File: src/hdl/cfd_pkg.sv
// ----------------------------------------------------------------------------
// cfd_pkg: shared types and constants of the command frame decoder
// Holds the frame marks, the command codes, the mnemonic table and the
// queue entry that passes from the front part to the back part.
// ----------------------------------------------------------------------------
package cfd_pkg;

  localparam int NumBytes = 8;
  localparam int NumCmds  = 23;

  localparam logic [7:0] CHAR_HASH  = 8'h23;
  localparam logic [7:0] CHAR_SLASH = 8'h2F;
  localparam logic [7:0] CHAR_ONE   = 8'h31;
  localparam logic [7:0] CHAR_TWO   = 8'h32;

  localparam logic [3:0] POS_SIZE_ONE = 4'd7;
  localparam logic [3:0] POS_SIZE_TWO = 4'd8;

  localparam logic signed [16:0] VAL_OFFSET = 17'sd45;
  localparam logic signed [16:0] VAL_STOP   = 17'sd40;

  localparam logic [4:0] CMD_NONE = 5'd0;
  localparam logic [4:0] CMD_PWM  = 5'd1;
  localparam logic [4:0] CMD_STA  = 5'd2;
  localparam logic [4:0] CMD_STO  = 5'd3;
  localparam logic [4:0] CMD_CAL  = 5'd4;
  localparam logic [4:0] CMD_CAM  = 5'd5;
  localparam logic [4:0] CMD_CAZ  = 5'd6;
  localparam logic [4:0] CMD_ROL  = 5'd7;
  localparam logic [4:0] CMD_PIT  = 5'd8;
  localparam logic [4:0] CMD_KPP  = 5'd9;
  localparam logic [4:0] CMD_KDP  = 5'd10;
  localparam logic [4:0] CMD_KIP  = 5'd11;
  localparam logic [4:0] CMD_KOP  = 5'd12;
  localparam logic [4:0] CMD_K11  = 5'd13;
  localparam logic [4:0] CMD_K22  = 5'd14;
  localparam logic [4:0] CMD_KTO  = 5'd15;
  localparam logic [4:0] CMD_SFM  = 5'd16;
  localparam logic [4:0] CMD_RST  = 5'd17;
  localparam logic [4:0] CMD_MOL  = 5'd18;
  localparam logic [4:0] CMD_SDT  = 5'd19;
  localparam logic [4:0] CMD_SAL  = 5'd20;
  localparam logic [4:0] CMD_TVY  = 5'd21;
  localparam logic [4:0] CMD_TVR  = 5'd22;
  localparam logic [4:0] CMD_TVP  = 5'd23;

  // Three ASCII letters per command, first letter in the top byte.
  localparam logic [23:0] MNEMONICS [NumCmds] = '{
    24'h70776D, 24'h737461, 24'h73746F, 24'h63616C,
    24'h63616D, 24'h63617A, 24'h726F6C, 24'h706974,
    24'h6B7070, 24'h6B6470, 24'h6B6970, 24'h6B6F70,
    24'h6B3131, 24'h6B3232, 24'h6B746F, 24'h73666D,
    24'h727374, 24'h6D6F6C, 24'h736474, 24'h73616C,
    24'h747679, 24'h747672, 24'h747670
  };

  // A completed frame as it waits in the queue.
  typedef struct packed {
    logic [23:0] mnemonic;
    logic [7:0]  data_lo;
    logic [7:0]  data_hi;
  } cfd_entry_t;

  typedef struct packed {
    logic full;
    logic empty;
  } cfd_queue_status_t;

  // Mnemonic lookup; the table entries are distinct, so at most one matches.
  function automatic logic [4:0] cmd_lookup(input logic [23:0] mnemonic);
    logic [4:0] code;
    code = CMD_NONE;
    for (int k = 0; k < NumCmds; k++) begin
      if (mnemonic == MNEMONICS[k]) begin
        code = 5'(k + 1);
      end
    end
    return code;
  endfunction

endpackage

File: src/hdl/cfd_front.sv
// ----------------------------------------------------------------------------
// cfd_front: frame walk and classification
// Replays the byte walk over an accepted chunk and pushes completed frames.
// ----------------------------------------------------------------------------
module cfd_front import cfd_pkg::*; (
  input  logic       accept,
  input  logic [7:0] frame_byte_0,
  input  logic [7:0] frame_byte_1,
  input  logic [7:0] frame_byte_2,
  input  logic [7:0] frame_byte_3,
  input  logic [7:0] frame_byte_4,
  input  logic [7:0] frame_byte_5,
  input  logic [7:0] frame_byte_6,
  input  logic [7:0] frame_byte_7,
  output logic       push,
  output cfd_entry_t entry
);

  logic [NumBytes-1:0] is_hash;
  logic [NumBytes-1:0] is_slash;
  logic                complete;

  always_comb begin
    logic [7:0] bytes [NumBytes];
    bytes[0] = frame_byte_0;
    bytes[1] = frame_byte_1;
    bytes[2] = frame_byte_2;
    bytes[3] = frame_byte_3;
    bytes[4] = frame_byte_4;
    bytes[5] = frame_byte_5;
    bytes[6] = frame_byte_6;
    bytes[7] = frame_byte_7;
    for (int j = 0; j < NumBytes; j++) begin
      is_hash[j]  = (bytes[j] == CHAR_HASH);
      is_slash[j] = (bytes[j] == CHAR_SLASH);
    end
  end

  // The first step reads the lead mark and leaves the walk at position 1,
  // disarmed. The remaining seven steps work on a 4-bit position and a flag.
  always_comb begin
    logic [3:0] pos;
    logic [3:0] pos_step;
    logic       armed;
    logic       hash;
    logic       slash;
    logic       size_one;
    logic       size_two;
    size_one = (frame_byte_4 == CHAR_ONE);
    size_two = (frame_byte_4 == CHAR_TWO);
    pos      = 4'd1;
    armed    = 1'b0;
    complete = 1'b0;
    for (int i = 1; i < NumBytes; i++) begin
      hash     = is_hash[pos[2:0]];
      slash    = is_slash[pos[2:0]];
      pos_step = hash ? 4'd1 : pos + 4'd1;
      if (!complete && armed && !hash &&
          ((size_one && pos_step == POS_SIZE_ONE) ||
           (size_two && pos_step == POS_SIZE_TWO))) begin
        complete = 1'b1;
      end
      armed = (armed && !hash) || slash;
      pos   = pos_step;
    end
  end

  assign push           = accept && is_hash[0] && complete;
  assign entry.mnemonic = {frame_byte_1, frame_byte_2, frame_byte_3};
  assign entry.data_lo  = frame_byte_6;
  assign entry.data_hi  = frame_byte_7;

endmodule

File: src/hdl/cfd_queue.sv
// ----------------------------------------------------------------------------
// cfd_queue: two-entry queue between front and back
// Holds completed frames until the back part takes them.
// ----------------------------------------------------------------------------
module cfd_queue import cfd_pkg::*; (
  input  logic              clk,
  input  logic              rst,
  input  logic              push,
  input  cfd_entry_t        push_entry,
  input  logic              pop,
  output cfd_entry_t        head,
  output cfd_queue_status_t status
);

  cfd_entry_t slots [2];
  logic       wr_ptr;
  logic       rd_ptr;
  logic [1:0] count;

  always_ff @(posedge clk) begin
    if (rst) begin
      wr_ptr <= 1'b0;
      rd_ptr <= 1'b0;
      count  <= 2'd0;
    end else begin
      if (push) begin
        wr_ptr <= ~wr_ptr;
      end
      if (pop) begin
        rd_ptr <= ~rd_ptr;
      end
      if (push && !pop) begin
        count <= count + 2'd1;
      end else if (pop && !push) begin
        count <= count - 2'd1;
      end
    end
  end

  always_ff @(posedge clk) begin
    if (push) begin
      slots[wr_ptr] <= push_entry;
    end
  end

  assign head         = slots[rd_ptr];
  assign status.full  = (count == 2'd2);
  assign status.empty = (count == 2'd0);

  a_count_bound: assert property (@(posedge clk) disable iff (rst) count <= 2'd2)
    else $error("queue count beyond depth");
  a_no_push_full: assert property (@(posedge clk) disable iff (rst)
    status.full |-> !push)
    else $error("push into a full queue");

endmodule

File: src/hdl/cfd_back.sv
// ----------------------------------------------------------------------------
// cfd_back: command lookup and argument formation
// Pops frames, matches the mnemonic, then forms the value and strobes it out.
// ----------------------------------------------------------------------------
module cfd_back import cfd_pkg::*; (
  input  logic                    clk,
  input  logic                    rst,
  input  cfd_entry_t              head,
  input  cfd_queue_status_t       status,
  output logic                    pop,
  output logic                    done,
  output logic [4:0]              command_code,
  output logic signed [16:0]      command_value
);

  logic        s1_valid;
  logic [4:0]  s1_code;
  logic [7:0]  s1_lo;
  logic [7:0]  s1_hi;
  logic signed [16:0] value_next;

  assign pop = !status.empty;

  always_ff @(posedge clk) begin
    if (rst) begin
      s1_valid <= 1'b0;
      done     <= 1'b0;
    end else begin
      s1_valid <= pop;
      done     <= s1_valid;
    end
  end

  always_ff @(posedge clk) begin
    if (pop) begin
      s1_code <= cmd_lookup(head.mnemonic);
      s1_lo   <= head.data_lo;
      s1_hi   <= head.data_hi;
    end
    if (s1_valid) begin
      command_code  <= s1_code;
      command_value <= value_next;
    end
  end

  always_comb begin
    logic signed [16:0] lo_ext;
    lo_ext = $signed({9'd0, s1_lo});
    unique case (s1_code) inside
      CMD_PWM: value_next = lo_ext;
      CMD_STO: value_next = VAL_STOP;
      CMD_ROL: value_next = VAL_OFFSET - lo_ext;
      CMD_PIT: value_next = lo_ext - VAL_OFFSET;
      CMD_KPP, CMD_KDP, CMD_KIP, CMD_KOP, CMD_K11, CMD_K22, CMD_KTO,
      CMD_SFM, CMD_MOL, CMD_SDT, CMD_SAL:
        value_next = $signed({1'b0, s1_hi, s1_lo});
      CMD_TVY, CMD_TVR, CMD_TVP:
        value_next = $signed({s1_hi[7], s1_hi, s1_lo});
      default: value_next = 17'sd0;
    endcase
  end

  a_done_follows: assert property (@(posedge clk) disable iff (rst)
    done |-> $past(s1_valid))
    else $error("strobe without a looked-up frame");
  a_stop_value: assert property (@(posedge clk) disable iff (rst)
    (done && command_code == CMD_STO) |-> command_value == VAL_STOP)
    else $error("stop command with wrong value");
  a_none_value: assert property (@(posedge clk) disable iff (rst)
    (done && command_code == CMD_NONE) |-> command_value == 17'sd0)
    else $error("unknown command with nonzero value");

endmodule

File: src/hdl/command_frame_decoder.sv
// ----------------------------------------------------------------------------
// command_frame_decoder: 8-byte command chunk decoder
// Walks one receive chunk, and for a completed frame emits the command code
// of its mnemonic together with the integer argument of that command.
// ----------------------------------------------------------------------------
//
// Channel   Direction  Handshake                 Payload
// input     in         start high, busy low      frame_byte_0 .. frame_byte_7
// result    out        done high for one cycle   command_code, command_value
//
// A chunk can be accepted in every cycle while busy is low. The front part
// classifies it in the cycle of acceptance; a chunk that forms a complete frame
// enters the queue, any other chunk produces no item. The done strobe of a
// completed frame is registered: the entry is written into a queue slot, where
// it is popped and looked up into the first back-part register, and the
// argument is then formed and captured in the output register.
// Reset is synchronous and empties the queue and the pipeline. The receiver
// cannot stall; busy rises only when the queue is full, which does not happen
// while the back part pops an entry in every cycle that one waits.
//
module command_frame_decoder import cfd_pkg::*; (
  input  logic               clk,
  input  logic               rst,
  input  logic               start,
  output logic               busy,
  input  logic [7:0]         frame_byte_0,
  input  logic [7:0]         frame_byte_1,
  input  logic [7:0]         frame_byte_2,
  input  logic [7:0]         frame_byte_3,
  input  logic [7:0]         frame_byte_4,
  input  logic [7:0]         frame_byte_5,
  input  logic [7:0]         frame_byte_6,
  input  logic [7:0]         frame_byte_7,
  output logic               done,
  output logic [4:0]         command_code,
  output logic signed [16:0] command_value
);

  logic              accept;
  logic              push;
  logic              pop;
  cfd_entry_t        push_entry;
  cfd_entry_t        head;
  cfd_queue_status_t status;

  // An item is taken whenever the queue has room.
  assign busy   = status.full;
  assign accept = start && !busy;

  // Front part: replays the byte walk, including the restart from byte 1
  // after every later lead mark, and decides whether the frame completes.
  cfd_front u_front (
    .accept       (accept),
    .frame_byte_0 (frame_byte_0),
    .frame_byte_1 (frame_byte_1),
    .frame_byte_2 (frame_byte_2),
    .frame_byte_3 (frame_byte_3),
    .frame_byte_4 (frame_byte_4),
    .frame_byte_5 (frame_byte_5),
    .frame_byte_6 (frame_byte_6),
    .frame_byte_7 (frame_byte_7),
    .push         (push),
    .entry        (push_entry)
  );

  // The queue keeps only the mnemonic and the two data bytes.
  cfd_queue u_queue (
    .clk        (clk),
    .rst        (rst),
    .push       (push),
    .push_entry (push_entry),
    .pop        (pop),
    .head       (head),
    .status     (status)
  );

  // Back part: lookup of the mnemonic, then the argument of the command.
  cfd_back u_back (
    .clk           (clk),
    .rst           (rst),
    .head          (head),
    .status        (status),
    .pop           (pop),
    .done          (done),
    .command_code  (command_code),
    .command_value (command_value)
  );

endmodule
File: config.mk
export PLATFORM = sky130hd
export DESIGN_NAME = command_frame_decoder
export DESIGN_NICKNAME = d
export VERILOG_FILES = /design/src/hdl/cfd_pkg.sv /design/src/hdl/cfd_front.sv /design/src/hdl/cfd_queue.sv /design/src/hdl/cfd_back.sv /design/src/hdl/command_frame_decoder.sv
export SDC_FILE = /design/constraint.sdc
export NUM_CORES = 1
export LEC_CHECK = 0
export BUFFER_PORTS_ARGS = -buffer_cell sky130_fd_sc_hd__buf_2
export CAP_MARGIN = 10
export CELL_PAD_IN_SITES_DETAIL_PLACEMENT = 0
export CELL_PAD_IN_SITES_GLOBAL_PLACEMENT = 1
export CORE_UTILIZATION = 46
export CTS_CLUSTER_SIZE = 16
export DETAILED_ROUTE_END_ITERATION = 16
export MAX_ROUTING_LAYER = met4
export PLACE_DENSITY = 0.85
export SKIP_CTS_REPAIR_TIMING = 1
export SLEW_MARGIN = 5
export SYNTH_ARGS = -nofsm -noshare
export SYNTH_HDL_FRONTEND = slang
export SYNTH_SLANG_ARGS = --single-unit
File: constraint.sdc
create_clock -name clk -period 6 [get_ports clk]
set_input_delay 0 -clock clk [delete_from_list [all_inputs] [get_ports clk]]
set_output_delay 0 -clock clk [all_outputs]
set_load 0.1 [all_outputs]
Yosys cells after proc, flatten, opt, wreduce, memory -nomap -nowiden
Memories as Yosys holds them, arrays and structs flattened. A register that Yosys moved wholly into a read port is not among the register bits. Cells that the tools add are included. W data, S select, Z words.

$add $sub $neg: 10. $mul: 0. Div/mod/pow operators: 0. Magnitude comparators: 6. Equal/unequal tests: 72. Shifts and indexed selects: 0. Muxes and demuxes: 64. Bitwise logic cells: 2. Reduce and logical (&&, ||, !) cells: 70.

Operators by type and width (count): $eq A24 B23 Y1 const B (23); $eq A8 B6 Y1 const B (18); $pmux W17 S6 (1); $mux W5 (14); $eq A5 B4 Y1 const B (8); $logic_and A1 B1 Y1 (38); $eq A5 B5 Y1 const B (7); $bmux W1 S3 (11); $add A4 B1 Y4 const B (6); $eq A4 B3 Y1 const B (6); $eq A4 B4 Y1 const B (6); $lt A3 B4 Y1 const B (6); $mux W4 (6); $mux W1 (23); $logic_not A1 Y1 (14); $mux W3 (4); $logic_or A1 B1 Y1 (11); $reduce_or A11 Y1 (1); $mux W2 (5); $sub A6 B8 Y9 const A (1); $sub A8 B6 Y9 const B (1); $reduce_or A8 Y1 (1); $eq A5 B1 Y1 const B (1); $eq A5 B2 Y1 const B (1); 10 further kinds (11).

Flip-flop bits (word level): 49. Latch bits: 0. Memory bits (writable): 80. ROM bits: 0. Bits of input ports: 67. Output and inout port bits: 24. Memories: 1.

Memories: u_queue.slots (words 2, bits a word 40, read ports 1, clocked after memory_dff 1, write ports 1, RTL line cfd_queue.sv:15) `cfd_entry_t slots [2];`.

Depth between registers and ports, before layout
Gate-level depths: netlist (run 1).

Word-level depth: 40. Gate-level depth with buffers: 20.

Modules after synthesis
From an unflattened synthesis (run 1), not the netlist that was laid out.

Cells, all modules: 586. Area total of the unflattened synthesis: 7170.6 um2.

Modules (own cells, without submodules): cfd_queue (times used 1, cells each 146, area an instance 3080.5 um2, seq. area each 2502.4 um2); cfd_back (times used 1, cells each 234, area an instance 2577.5 um2, seq. area each 1331.3 um2); cfd_front (times used 1, cells each 205, area an instance 1498.9 um2, seq. area each 0.0 um2); command_frame_decoder (times used 1, cells each 1, area an instance 13.8 um2, seq. area each 0.0 um2).

Worst setup path before layout (run 1)
No wires, ideal clock.

Path type: input to register. From: in frame_byte_2[7]. To: mem u_queue.slots[1][0] in the netlist's numbering, enable pin. Arrival time: 4369 ps. Data required time: 5599 ps. Path slack: 1229 ps. Stages: 14. Buffers on the path: 1. Cell sequence: or2_1 > or4_4 > a21oi_2 > inv_1 > ha_1 > ha_1 > clkbuf_1 > o2111ai_1 > a21oi_2 > and2_1 > a2111oi_4 > or4_1 > o31ai_2 > and2_1.

Word-level cells in the longest chain between the ends: 37.

RTL lines: from (decl) (RTL line command_frame_decoder.sv:28) `input logic [7:0] frame_byte_2,`; parallel branches: the longest is 33 deep, another holds $add A4 B1 Y4; $mux W1 (*) (RTL line cfd_front.sv:58) `if (!complete && armed && !hash &&`; $logic_and A1 B1 Y1 (*) (RTL line cfd_front.sv:68) `assign push = accept && is_hash[0] && complete;`; $mux W1 (*) (RTL line cfd_queue.sv:41) `if (push) begin`; $mux W1 (implied by the code) (*) (RTL line cfd_queue.sv:42) `slots[wr_ptr] <= push_entry;`; to (decl) (RTL line cfd_queue.sv:15).

Every way passes the cells marked *. The select of a mux whose other input is x is not followed.

Final worst setup path (run 1)
From: in frame_byte_2[7]. To: mem u_queue.slots[1][16] in the netlist's numbering, enable pin.

Same word-level chain as after synthesis.

==> results of run 1 <==
## per-stage QoR
stage,utilization [%],hold WS (ns),cells
floorplan,-,0.0691,575
global placement,52.4,0.200,835
detailed placement,52.4,0.204,835
CTS,56.6,-0.219,867
global route,59.6,0.322,908
finish,59.6,0.308,908
## layout make-up
type	instances	area [µm²]
clock buffers	22	518
clock inverters	10	81.3
fillers	1128	5700
inverters	22	82.6
multi-input cells	409	2760
flip-flops and latches	130	3830
well taps	180	225
repair buffers	135	891
## worst reg2reg max path: cells and delay by family, from the launching register on
family / cells / cell delay, ns
DFF: 1 / 0.74
and+or+nand+nor: 5 / 1.51
AOI/OAI and AO/OA: 3 / 0.44
muxes: 1 / 0.28
buffers and inverters: 1 / 0.45
## where the power goes
group	leakage (nW)	internal, mW	total, mW	switching, mW
registers	1.18	1.18	1.29	0.115
clock network	0.300	0.623	1.01	0.386
logic	1.63	0.239	0.882	0.642
total	3.12	2.04	3.18	1.14
## path summary, 6_finish.rpt
| kind | endpoint |
|---|---|
| min reg2reg | u_queue.count[1]$_SDFFE_PP0P_ |
| max reg2reg | u_back.s1_code[0]$_SDFFCE_PP1N_ |
| min | u_queue.wr_ptr$_SDFFE_PP0N_ |
| max | u_queue.slots[1][16]$_DFFE_PP_ |
## state kept, by name (all words and copies together), names as in the netlist, named ones only
register,flops
u_back.command_code,5
u_queue.wr_ptr,1
u_queue.slots,80
u_queue.count,2
u_back.s1_code,5
u_back.s1_lo,8
u_back.command_value,17
u_queue.rd_ptr,1
u_back.s1_valid,1
u_back.s1_hi,8
u_back.done,1
## cell families (layout without fill, tap and decap cells)
group / Yosys count / in the layout
compound gates: 135 / 135
simple gates: 233 / 233
fa+ha+maj: 6 / 6
mux: 31 / 31
buf+inv: 36 / 189
xor+xnor: 4 / 4
flops: 130 / 130
## layer usage
layer | part of all wire [%] | wire length [µm] | global-route usage, %
met1 | 41 | 7030 | 27.9
met2 | 49 | 8280 | 36.0
met3 | 6.1 | 1030 | 3.32
met4 | 3.9 | 664 | 13.5
met5 | 0 | 0 | -
## layout by cell type (no fill, tap or decap), types with 10 or more instances in the layout
cell type	netlist	final
dlygate4sd3_1	0	41
nand2_1	50	50
nand4_1	10	10
inv_1	22	22
a21o_1	10	10
nor2_1	59	59
buf_2	6	90
mux2_2	21	21
nand3_1	19	19
a21oi_1	23	23
edfxtp_1	123	123
clkbuf_16	0	20
o21ai_0	22	22
nor3_1	15	15
==> results.md, run 1 <==
- Worst Path Arrival: 5.40 ns
- Post-synth EDFFs: 123
- Total chip power: 3.18 mW
- Detailed-placement wirelength estimate: 12300 µm
- Number of global-route vias before repair: 4870
- Final WS setup: 0.708 ns
- Layout Nets: 788
- Mapped Cells: 575
- Core area: 14100 µm²
- Seq/Total Area, Yosys: 56.8%
- Clock sink total: 130
- RSZ-0062 raised after global routing: no
- Cell Rows: 43
- Average size of a mapped cell: 11.7 µm²
- Slew HR: 28.2%
- Worst path most repeated cell: inv_1
- Crit path launch: frame_byte_2[7]
- Chip height: 123 µm
- Setup crit end kind: register
- CP cell instances: dlygate4sd3_1 -> buf_2 -> or2_1 -> or4_4 -> a21oi_2 -> inv_1 -> ha_1 -> inv_1 -> nor2_1 -> nand3_1 -> o31ai_1 -> o2111ai_1 -> or4_1 -> o31ai_2 -> and2_2 -> buf_4
- Fmax: 189 MHz
- Largest family of logic cells by synthesized area: simple AND/OR/NAND/NOR gates
- # H-tree levels: 4
- Layout area overhead: 24.3%
- Overall Global Routing Usage: 22.8%
- Syn Nets: 648
- TritonCTS Buffers: 17
- Hold WC Path Type: input port to register
- Die X: 123 µm
- CTS clk-pin slew, worst paths: 0.06 ns
- XOR/XNOR Fraction of Synth Area: 0.519%
- Share of cells above drive strength 1: 23.9%
- Most used DFF post-synth: edfxtp_1
- Buffers on Ports: 90
- Initial antenna violation count: 0
- WS Path Type: input port to register
- Overflow after GRT: 0
- Crit path max fanout: 25
- Max Cap Violations: 0
- TritonCTS clock tree: done
- Synth area leaders: edfxtp_1 (55%), mux2_2 (3.5%), nor2_1 (3.3%)
- CP Data Required Time: 6.11 ns
- Clk buf depth: 2
- Hold path start: start
- Clock Latency Late Sink: 0.41 ns
- Number of failing hold endpoints at the final stage: 0
- Max VDD drop: 0.205 mV
- CP max-delay cell: ha_1
- Area after DPL: 7380 µm²
- Synth unique cells: 87
- Synth Cell Area: 6750 µm²
- Drt first pass iters: 5
- Via count of the routed design: 5395
- 1st-iter DRT viols: 579
- First-pass GRT wire length: 24900 µm
- Tcrit/Tclk final: 88.2%
- Vias per inst: 5.94
- Actual slew at the worst max-slew pin: 1.07 ns
- Post-synthesis compound-gate area fraction: 14.8%
- CP Depth: 16
- Cell taking the most area after synthesis: edfxtp_1
- Largest net degree at the start of global routing: 41
- Synth top area share: 54.7%
- Starting Density: 47.9%
- Share of synthesized registers carrying an async set or reset: 0%
- Setup Skew: 0.0123 ns
- Diodes inserted: 0
- Sum Neg Setup Slack: 0 ns
- # IOs: 91
- Setup violations, final: 0
- CP startpoint kind: input port
- Most frequent cell after synthesis: edfxtp_1
- Post-route DRC: 0
- Pwr dens: 379 nW/µm²
- Die area: 15200 µm²
- Finished Cell Area: 8390 µm²
- Crit path largest cell delay: 0.74 ns
- Multiplexer share of the synthesized area: 5.32%
- Hold depth: 5
- Adder-Cell Fraction of Synth Area: 1.11%
- Leak: 3.12 nW
- Commonest cells post-synth: edfxtp_1 (123), nor2_1 (59), nand2_1 (50), a21oi_1 (23)
- Clk root buf: clkbuf_16
- Buffers & Inverters on Critical Path: 5
- Reg2Reg Depth: 10
- Pre-CTS setup slack: 0.962 ns
- Yosys warnings: 0
- Delay-heaviest family, CP: simple AND/OR/NAND/NOR gates
- WL/cell: 18.7 µm
- Reg2reg setup slack: 2.41 ns
- Max-slew violations: 0
- Final wirelength: 17000 µm
- Min Tclk post-route: 5.29 ns
- Final Wtd Congestion: 0.920
- Synth Register Bits: 130
- ANT nets after route: 0
- Outcome: finished clean
- Simple-gate share of the synthesized area: 19.2%
No activity file was read; power rests on OpenSTA's default activity.
==> inputs of run 2 (changes only) <==
clock period = 5.7 ns   (was 6 ns; I/O delays follow)
==> results.md, run 2 (same netlist as run 1, synthesis figures left out) <==
- Outcome: finished clean
- Switch share: 37.4%
- Chip height: 123 µm
- Clock sink total: 130
- Hold depth: 5
- # H-tree levels: 4
- Min Tclk post-route: 5.08 ns
- Largest net degree at the start of global routing: 49
- Delay-heaviest family, CP: simple AND/OR/NAND/NOR gates
- Max VDD drop: 0.229 mV
- Hold Path Sink: u_queue.wr_ptr$_SDFFE_PP0N_
- WL/cell: 18.8 µm
- Setup crit end kind: register
- Overall Global Routing Usage: 23.3%
- Hold path start: start
- Starting Density: 47.9%
- R2R Path End: u_back.s1_code[0]$_SDFFCE_PP1N_
- Reg2reg setup slack: 2.21 ns
- Comb pwr share: 28.1%
- Fmax: 197 MHz
- Setup violations, final: 0
- Layout area overhead: 24.1%
- Crit path max fanout: 40
- Max-slew violations: 0
- Max Cap Violations: 0
- CP max-delay cell: ha_1
- Die area: 15200 µm²
- Layout fillers: 1122
- Diodes inserted: 0
- Clk buf depth: 2
- TritonCTS Buffers: 17
- Max reg flops: 80
- Largest regs: u_queue.slots (80), u_back.command_value (17)
- Int Pwr: 2.10 mW
- Number of global-route vias before repair: 4938
- Post-route DRC: 0
- 1st-iter DRT viols: 447
- Commonest non-fill, non-tap cell in the layout: edfxtp_1
- Pre-CTS setup slack: 0.844 ns
- Hold slack: 0.279 ns
- Initial antenna violation count: 0
- Share of cells above drive strength 1: 23.9%
- Sum Neg Setup Slack: 0 ns
- Final wirelength: 17100 µm
- Vias per inst: 5.96
- Final core occ: 59.4%
- Switching power: 1.26 mW
- Overflow after GRT: 0
- Core area: 14100 µm²
- Seq pwr share: 40.4%
- ANT nets after route: 0
- Biggest register: u_queue.slots
- Drt first pass iters: 5
- Actual slew at the worst max-slew pin: 1.17 ns
- First-pass GRT wire length: 25500 µm
- CTS clk-pin slew, worst paths: 0.07 ns
- Worst path most repeated cell: inv_1
- Cell Rows: 43
- CP cell instances: dlygate4sd3_1 -> buf_2 -> or2_1 -> or4_4 -> a21oi_2 -> inv_1 -> ha_1 -> inv_1 -> nor2_1 -> nand3_1 -> o31ai_1 -> o2111ai_1 -> or4_1 -> o31ai_2 -> and2_2 -> buf_4
- Setup Skew: 0.0121 ns
- CP Data Required Time: 5.75 ns
- Power share of the clock group: 31.4%
- Final WS setup: 0.624 ns
- WS Path Type: input port to register
- Most frequent cells in the layout: edfxtp_1 (123), buf_2 (90), nor2_1 (59)
- Number of failing hold endpoints at the final stage: 0
- # IOs: 91
- Clk root buf: clkbuf_16
- Clock Latency Late Sink: 0.42 ns
- Pwr dens: 400 nW/µm²
- TritonCTS clock tree: done
- Hold WC Path Type: input port to register
- RSZ-0062 raised after global routing: no
- Die X: 123 µm
- Buffers on Ports: 90
- Layout Nets: 787
- CP startpoint kind: input port
- Leak: 3.11 nW
- Final Wtd Congestion: 0.904
- Reg2Reg Depth: 10
- Detailed-placement wirelength estimate: 12200 µm
- Crit path largest cell delay: 0.73 ns
- Buffers & Inverters on Critical Path: 5
- Slew HR: 21.9%
- Via count of the routed design: 5404
- Tcrit/Tclk final: 89.1%
- Worst Path Arrival: 5.12 ns
-- run 2: cell types whose count changed in the layout (fill, tap and decap cells not counted) --
| cell | change |
|---|---|
| buf_4 | -1 |
| clkbuf_1 | -1 |
| clkbuf_16 | -2 |
| clkbuf_8 | -1 |
| clkinv_4 | +1 |
| clkinv_8 | +1 |
| inv_4 | -1 |
| inv_6 | -2 |
| inv_8 | +5 |
-- run 2: layout make-up --
class,count,area [µm²],area share [%]
flip-flops and latches,130,3830,45.8
inverters,22,82.6,0.986
repair buffers,134,883,10.5
clock inverters,14,139,1.66
clock buffers,18,450,5.38
well taps,180,225,2.69
multi-input cells,409,2760,33.0
-- run 2: power by group through the flow --
| stage | clock, mW | sequential [mW] | combinational [mW] |
|---|---|---|---|
| after floorplan | 0 | 1.67 | 0.405 |
| after global placement | 0 | 1.37 | 0.895 |
| after detailed placement | 0 | 1.37 | 0.910 |
| after CTS | 1.06 | 1.35 | 0.915 |
| after global routing | 1.10 | 1.38 | 1.01 |
| final | 1.05 | 1.36 | 0.943 |
-- run 2: per-layer routing --
metal	track usage, %	up-vias	part of all wire, %
met3	3.51	45	5.4
li1	-	2536	-
met1	28.9	2576	42
met2	36.6	247	49
met5	-	-	0
met4	13.2	0	3.7
-- run 2: worst max path at each step --
stage	from	to	slack [ns]	cells after the start
2_1_floorplan	frame_byte_2[7]	u_queue.slots[1][0]$_DFFE_PP_	0.93	14
3_3_place_gp	frame_byte_2[7]	u_queue.slots[1][20]$_DFFE_PP_	0.89	15
3_5_place_dp	frame_byte_2[7]	u_queue.slots[1][16]$_DFFE_PP_	0.84	15
4_1_cts	frame_byte_2[7]	u_queue.slots[1][20]$_DFFE_PP_	1.26	15
5_1_grt	frame_byte_2[7]	u_queue.slots[1][19]$_DFFE_PP_	0.29	16
6_report	frame_byte_2[7]	u_queue.slots[1][20]$_DFFE_PP_	0.62	16
-- run 2: worst register-to-register path, delay by kind of cell (launching register included) --
family	cells	cell delay (ns)
compound gates	3	0.39
buf+inv	1	0.51
flops	1	0.55
mux	1	0.37
simple gates	5	1.49
-- run 2: metrics by stage --
step / power (mW) / instance area (µm²) / cells
after global routing: 3.49 / 8380 / 907
final: 3.35 / 8380 / 907
after floorplan: 2.08 / 6750 / 575
after detailed placement: 2.28 / 7380 / 834
after global placement: 2.26 / 7380 / 834
after CTS: 3.33 / 7970 / 866
==> inputs of run 3 (changes only) <==
CORE_ASPECT_RATIO = 1.1   (was unset)
==> results.md, run 3 (same netlist as run 1, synthesis figures left out) <==
- Number of failing hold endpoints at the final stage: 0
- Largest regs: u_queue.slots (80), u_back.command_value (17)
- Clk root buf: clkbuf_16
- Clock Latency Late Sink: 0.42 ns
- Max Cap Violations: 0
- WS Path Type: input port to register
- Pwr dens: 404 nW/µm²
- Chip height: 129 µm
- Post-route DRC: 0
- Final Wtd Congestion: 0.919
- Layout Nets: 788
- Hold path start: start
- Hold WC Path Type: input port to register
- Detailed-placement wirelength estimate: 12400 µm
- # H-tree levels: 4
- CP Data Required Time: 5.76 ns
- Leak: 3.11 nW
- Core area: 14400 µm²
- Crit path launch: frame_byte_2[7]
- RSZ-0062 raised after global routing: no
- Setup Skew: 0.0108 ns
- Overall Global Routing Usage: 23.7%
- Die area: 15200 µm²
- Commonest non-fill, non-tap cell in the layout: edfxtp_1
- Area after DPL: 7400 µm²
- TritonCTS Buffers: 17
- Final wirelength: 17400 µm
- R2R Path End: u_back.s1_code[0]$_SDFFCE_PP1N_
- Via count of the routed design: 5396
- CTS clk-pin slew, worst paths: 0.06 ns
- Max-slew violations: 0
- Actual slew at the worst max-slew pin: 1.16 ns
- Hold depth: 5
- Finished Cell Area: 8400 µm²
- TritonCTS clock tree: done
- Reg2reg setup slack: 2.14 ns
- Reg2Reg Depth: 10
- WL/cell: 18.9 µm
- Sum Neg Setup Slack: 0 ns
- ANT nets after route: 0
- Layout fillers: 1192
- Initial antenna violation count: 0
- Buffers on Ports: 90
- Setup crit end kind: register
- 1st-iter DRT viols: 408
- Share of cells above drive strength 1: 23.9%
- Vias per inst: 5.87
- Min Tclk post-route: 5.03 ns
- Worst Path Arrival: 5.08 ns
- Clk buf depth: 2
- Overflow after GRT: 0
- Most frequent cells in the layout: edfxtp_1 (123), buf_2 (90), nor2_1 (59)
- Drt first pass iters: 5
- First-pass GRT wire length: 26600 µm
- Largest net degree at the start of global routing: 43
- Fmax: 199 MHz
- Diodes inserted: 0
- Slew HR: 22.6%
- CP startpoint kind: input port
- Max VDD drop: 0.215 mV
- Die X: 118 µm
- Number of global-route vias before repair: 5206
- Outcome: finished clean
- Hold Path Sink: u_queue.wr_ptr$_SDFFE_PP0N_
- Starting Density: 46.9%
- Crit path max fanout: 40
- Biggest register: u_queue.slots
- Max reg flops: 80
- Clock sink total: 130
- Tcrit/Tclk final: 88.2%
- Cell Rows: 46
- Setup violations, final: 0
- Layout area overhead: 24.4%
- # IOs: 91
==> run 3: critical path: stages <==
cell,delay (ns)
dlygate4sd3_1,0.53
buf_2,0.14
or2_1,0.28
or4_4,0.49
a21oi_2,0.32
inv_1,0.16
ha_1,0.71
inv_1,0.24
nor2_1,0.20
nand3_1,0.12
o31ai_1,0.15
o2111ai_1,0.21
or4_1,0.57
o31ai_2,0.28
and2_1,0.16
buf_4,0.45
==> run 3: where the power goes <==
| group | internal, mW | leakage [nW] | total (mW) | switching [mW] |
|---|---|---|---|---|
| logic | 0.253 | 1.63 | 0.931 | 0.678 |
| clock network | 0.623 | 0.290 | 1.08 | 0.462 |
| registers | 1.24 | 1.18 | 1.38 | 0.134 |
==> run 3: layout make-up <==
class	instances	area [µm²]	area share [%]
clock buffers	17	425	5.06
flip-flops and latches	130	3830	45.7
multi-input cells	409	2760	32.9
well taps	192	240	2.86
repair buffers	135	891	10.6
clock inverters	15	165	1.97
inverters	22	82.6	0.983
==> run 3: through the flow <==
step | hold slack [ns] | total power [mW] | setup slack (ns) | util, % | std cells
6_report | 0.245 | 3.39 | 0.674 | 58.4 | 920
2_1_floorplan | 0.0691 | 2.08 | 0.929 | - | 575
5_1_grt | 0.287 | 3.53 | 0.348 | 58.4 | 920
3_5_place_dp | 0.207 | 2.30 | 0.817 | 51.4 | 847
4_1_cts | -0.236 | 3.38 | 1.26 | 55.5 | 879
3_3_place_gp | 0.200 | 2.28 | 0.853 | 51.4 | 847
==> run 3: worst max path at each step <==
stage | endpoint | slack [ns] | cells past startpoint
2_1_floorplan | u_queue.slots[1][0]$_DFFE_PP_ | 0.93 | 14
3_3_place_gp | u_queue.slots[1][0]$_DFFE_PP_ | 0.85 | 15
3_5_place_dp | u_queue.slots[1][5]$_DFFE_PP_ | 0.82 | 15
4_1_cts | u_queue.slots[1][14]$_DFFE_PP_ | 1.26 | 15
5_1_grt | u_queue.slots[1][14]$_DFFE_PP_ | 0.35 | 16
6_report | u_queue.slots[1][14]$_DFFE_PP_ | 0.67 | 16
==> run 3: routing by layer <==
metal  vias to the layer above  global-route usage (%)  share of wire [%]
li1                       2544                       -                  -
met1                      2585                    26.8                 41
met2                       218                    40.2                 51
met3                        49                    4.80                4.3
met4                         0                    12.0                3.7
met5                         -                       -                  0
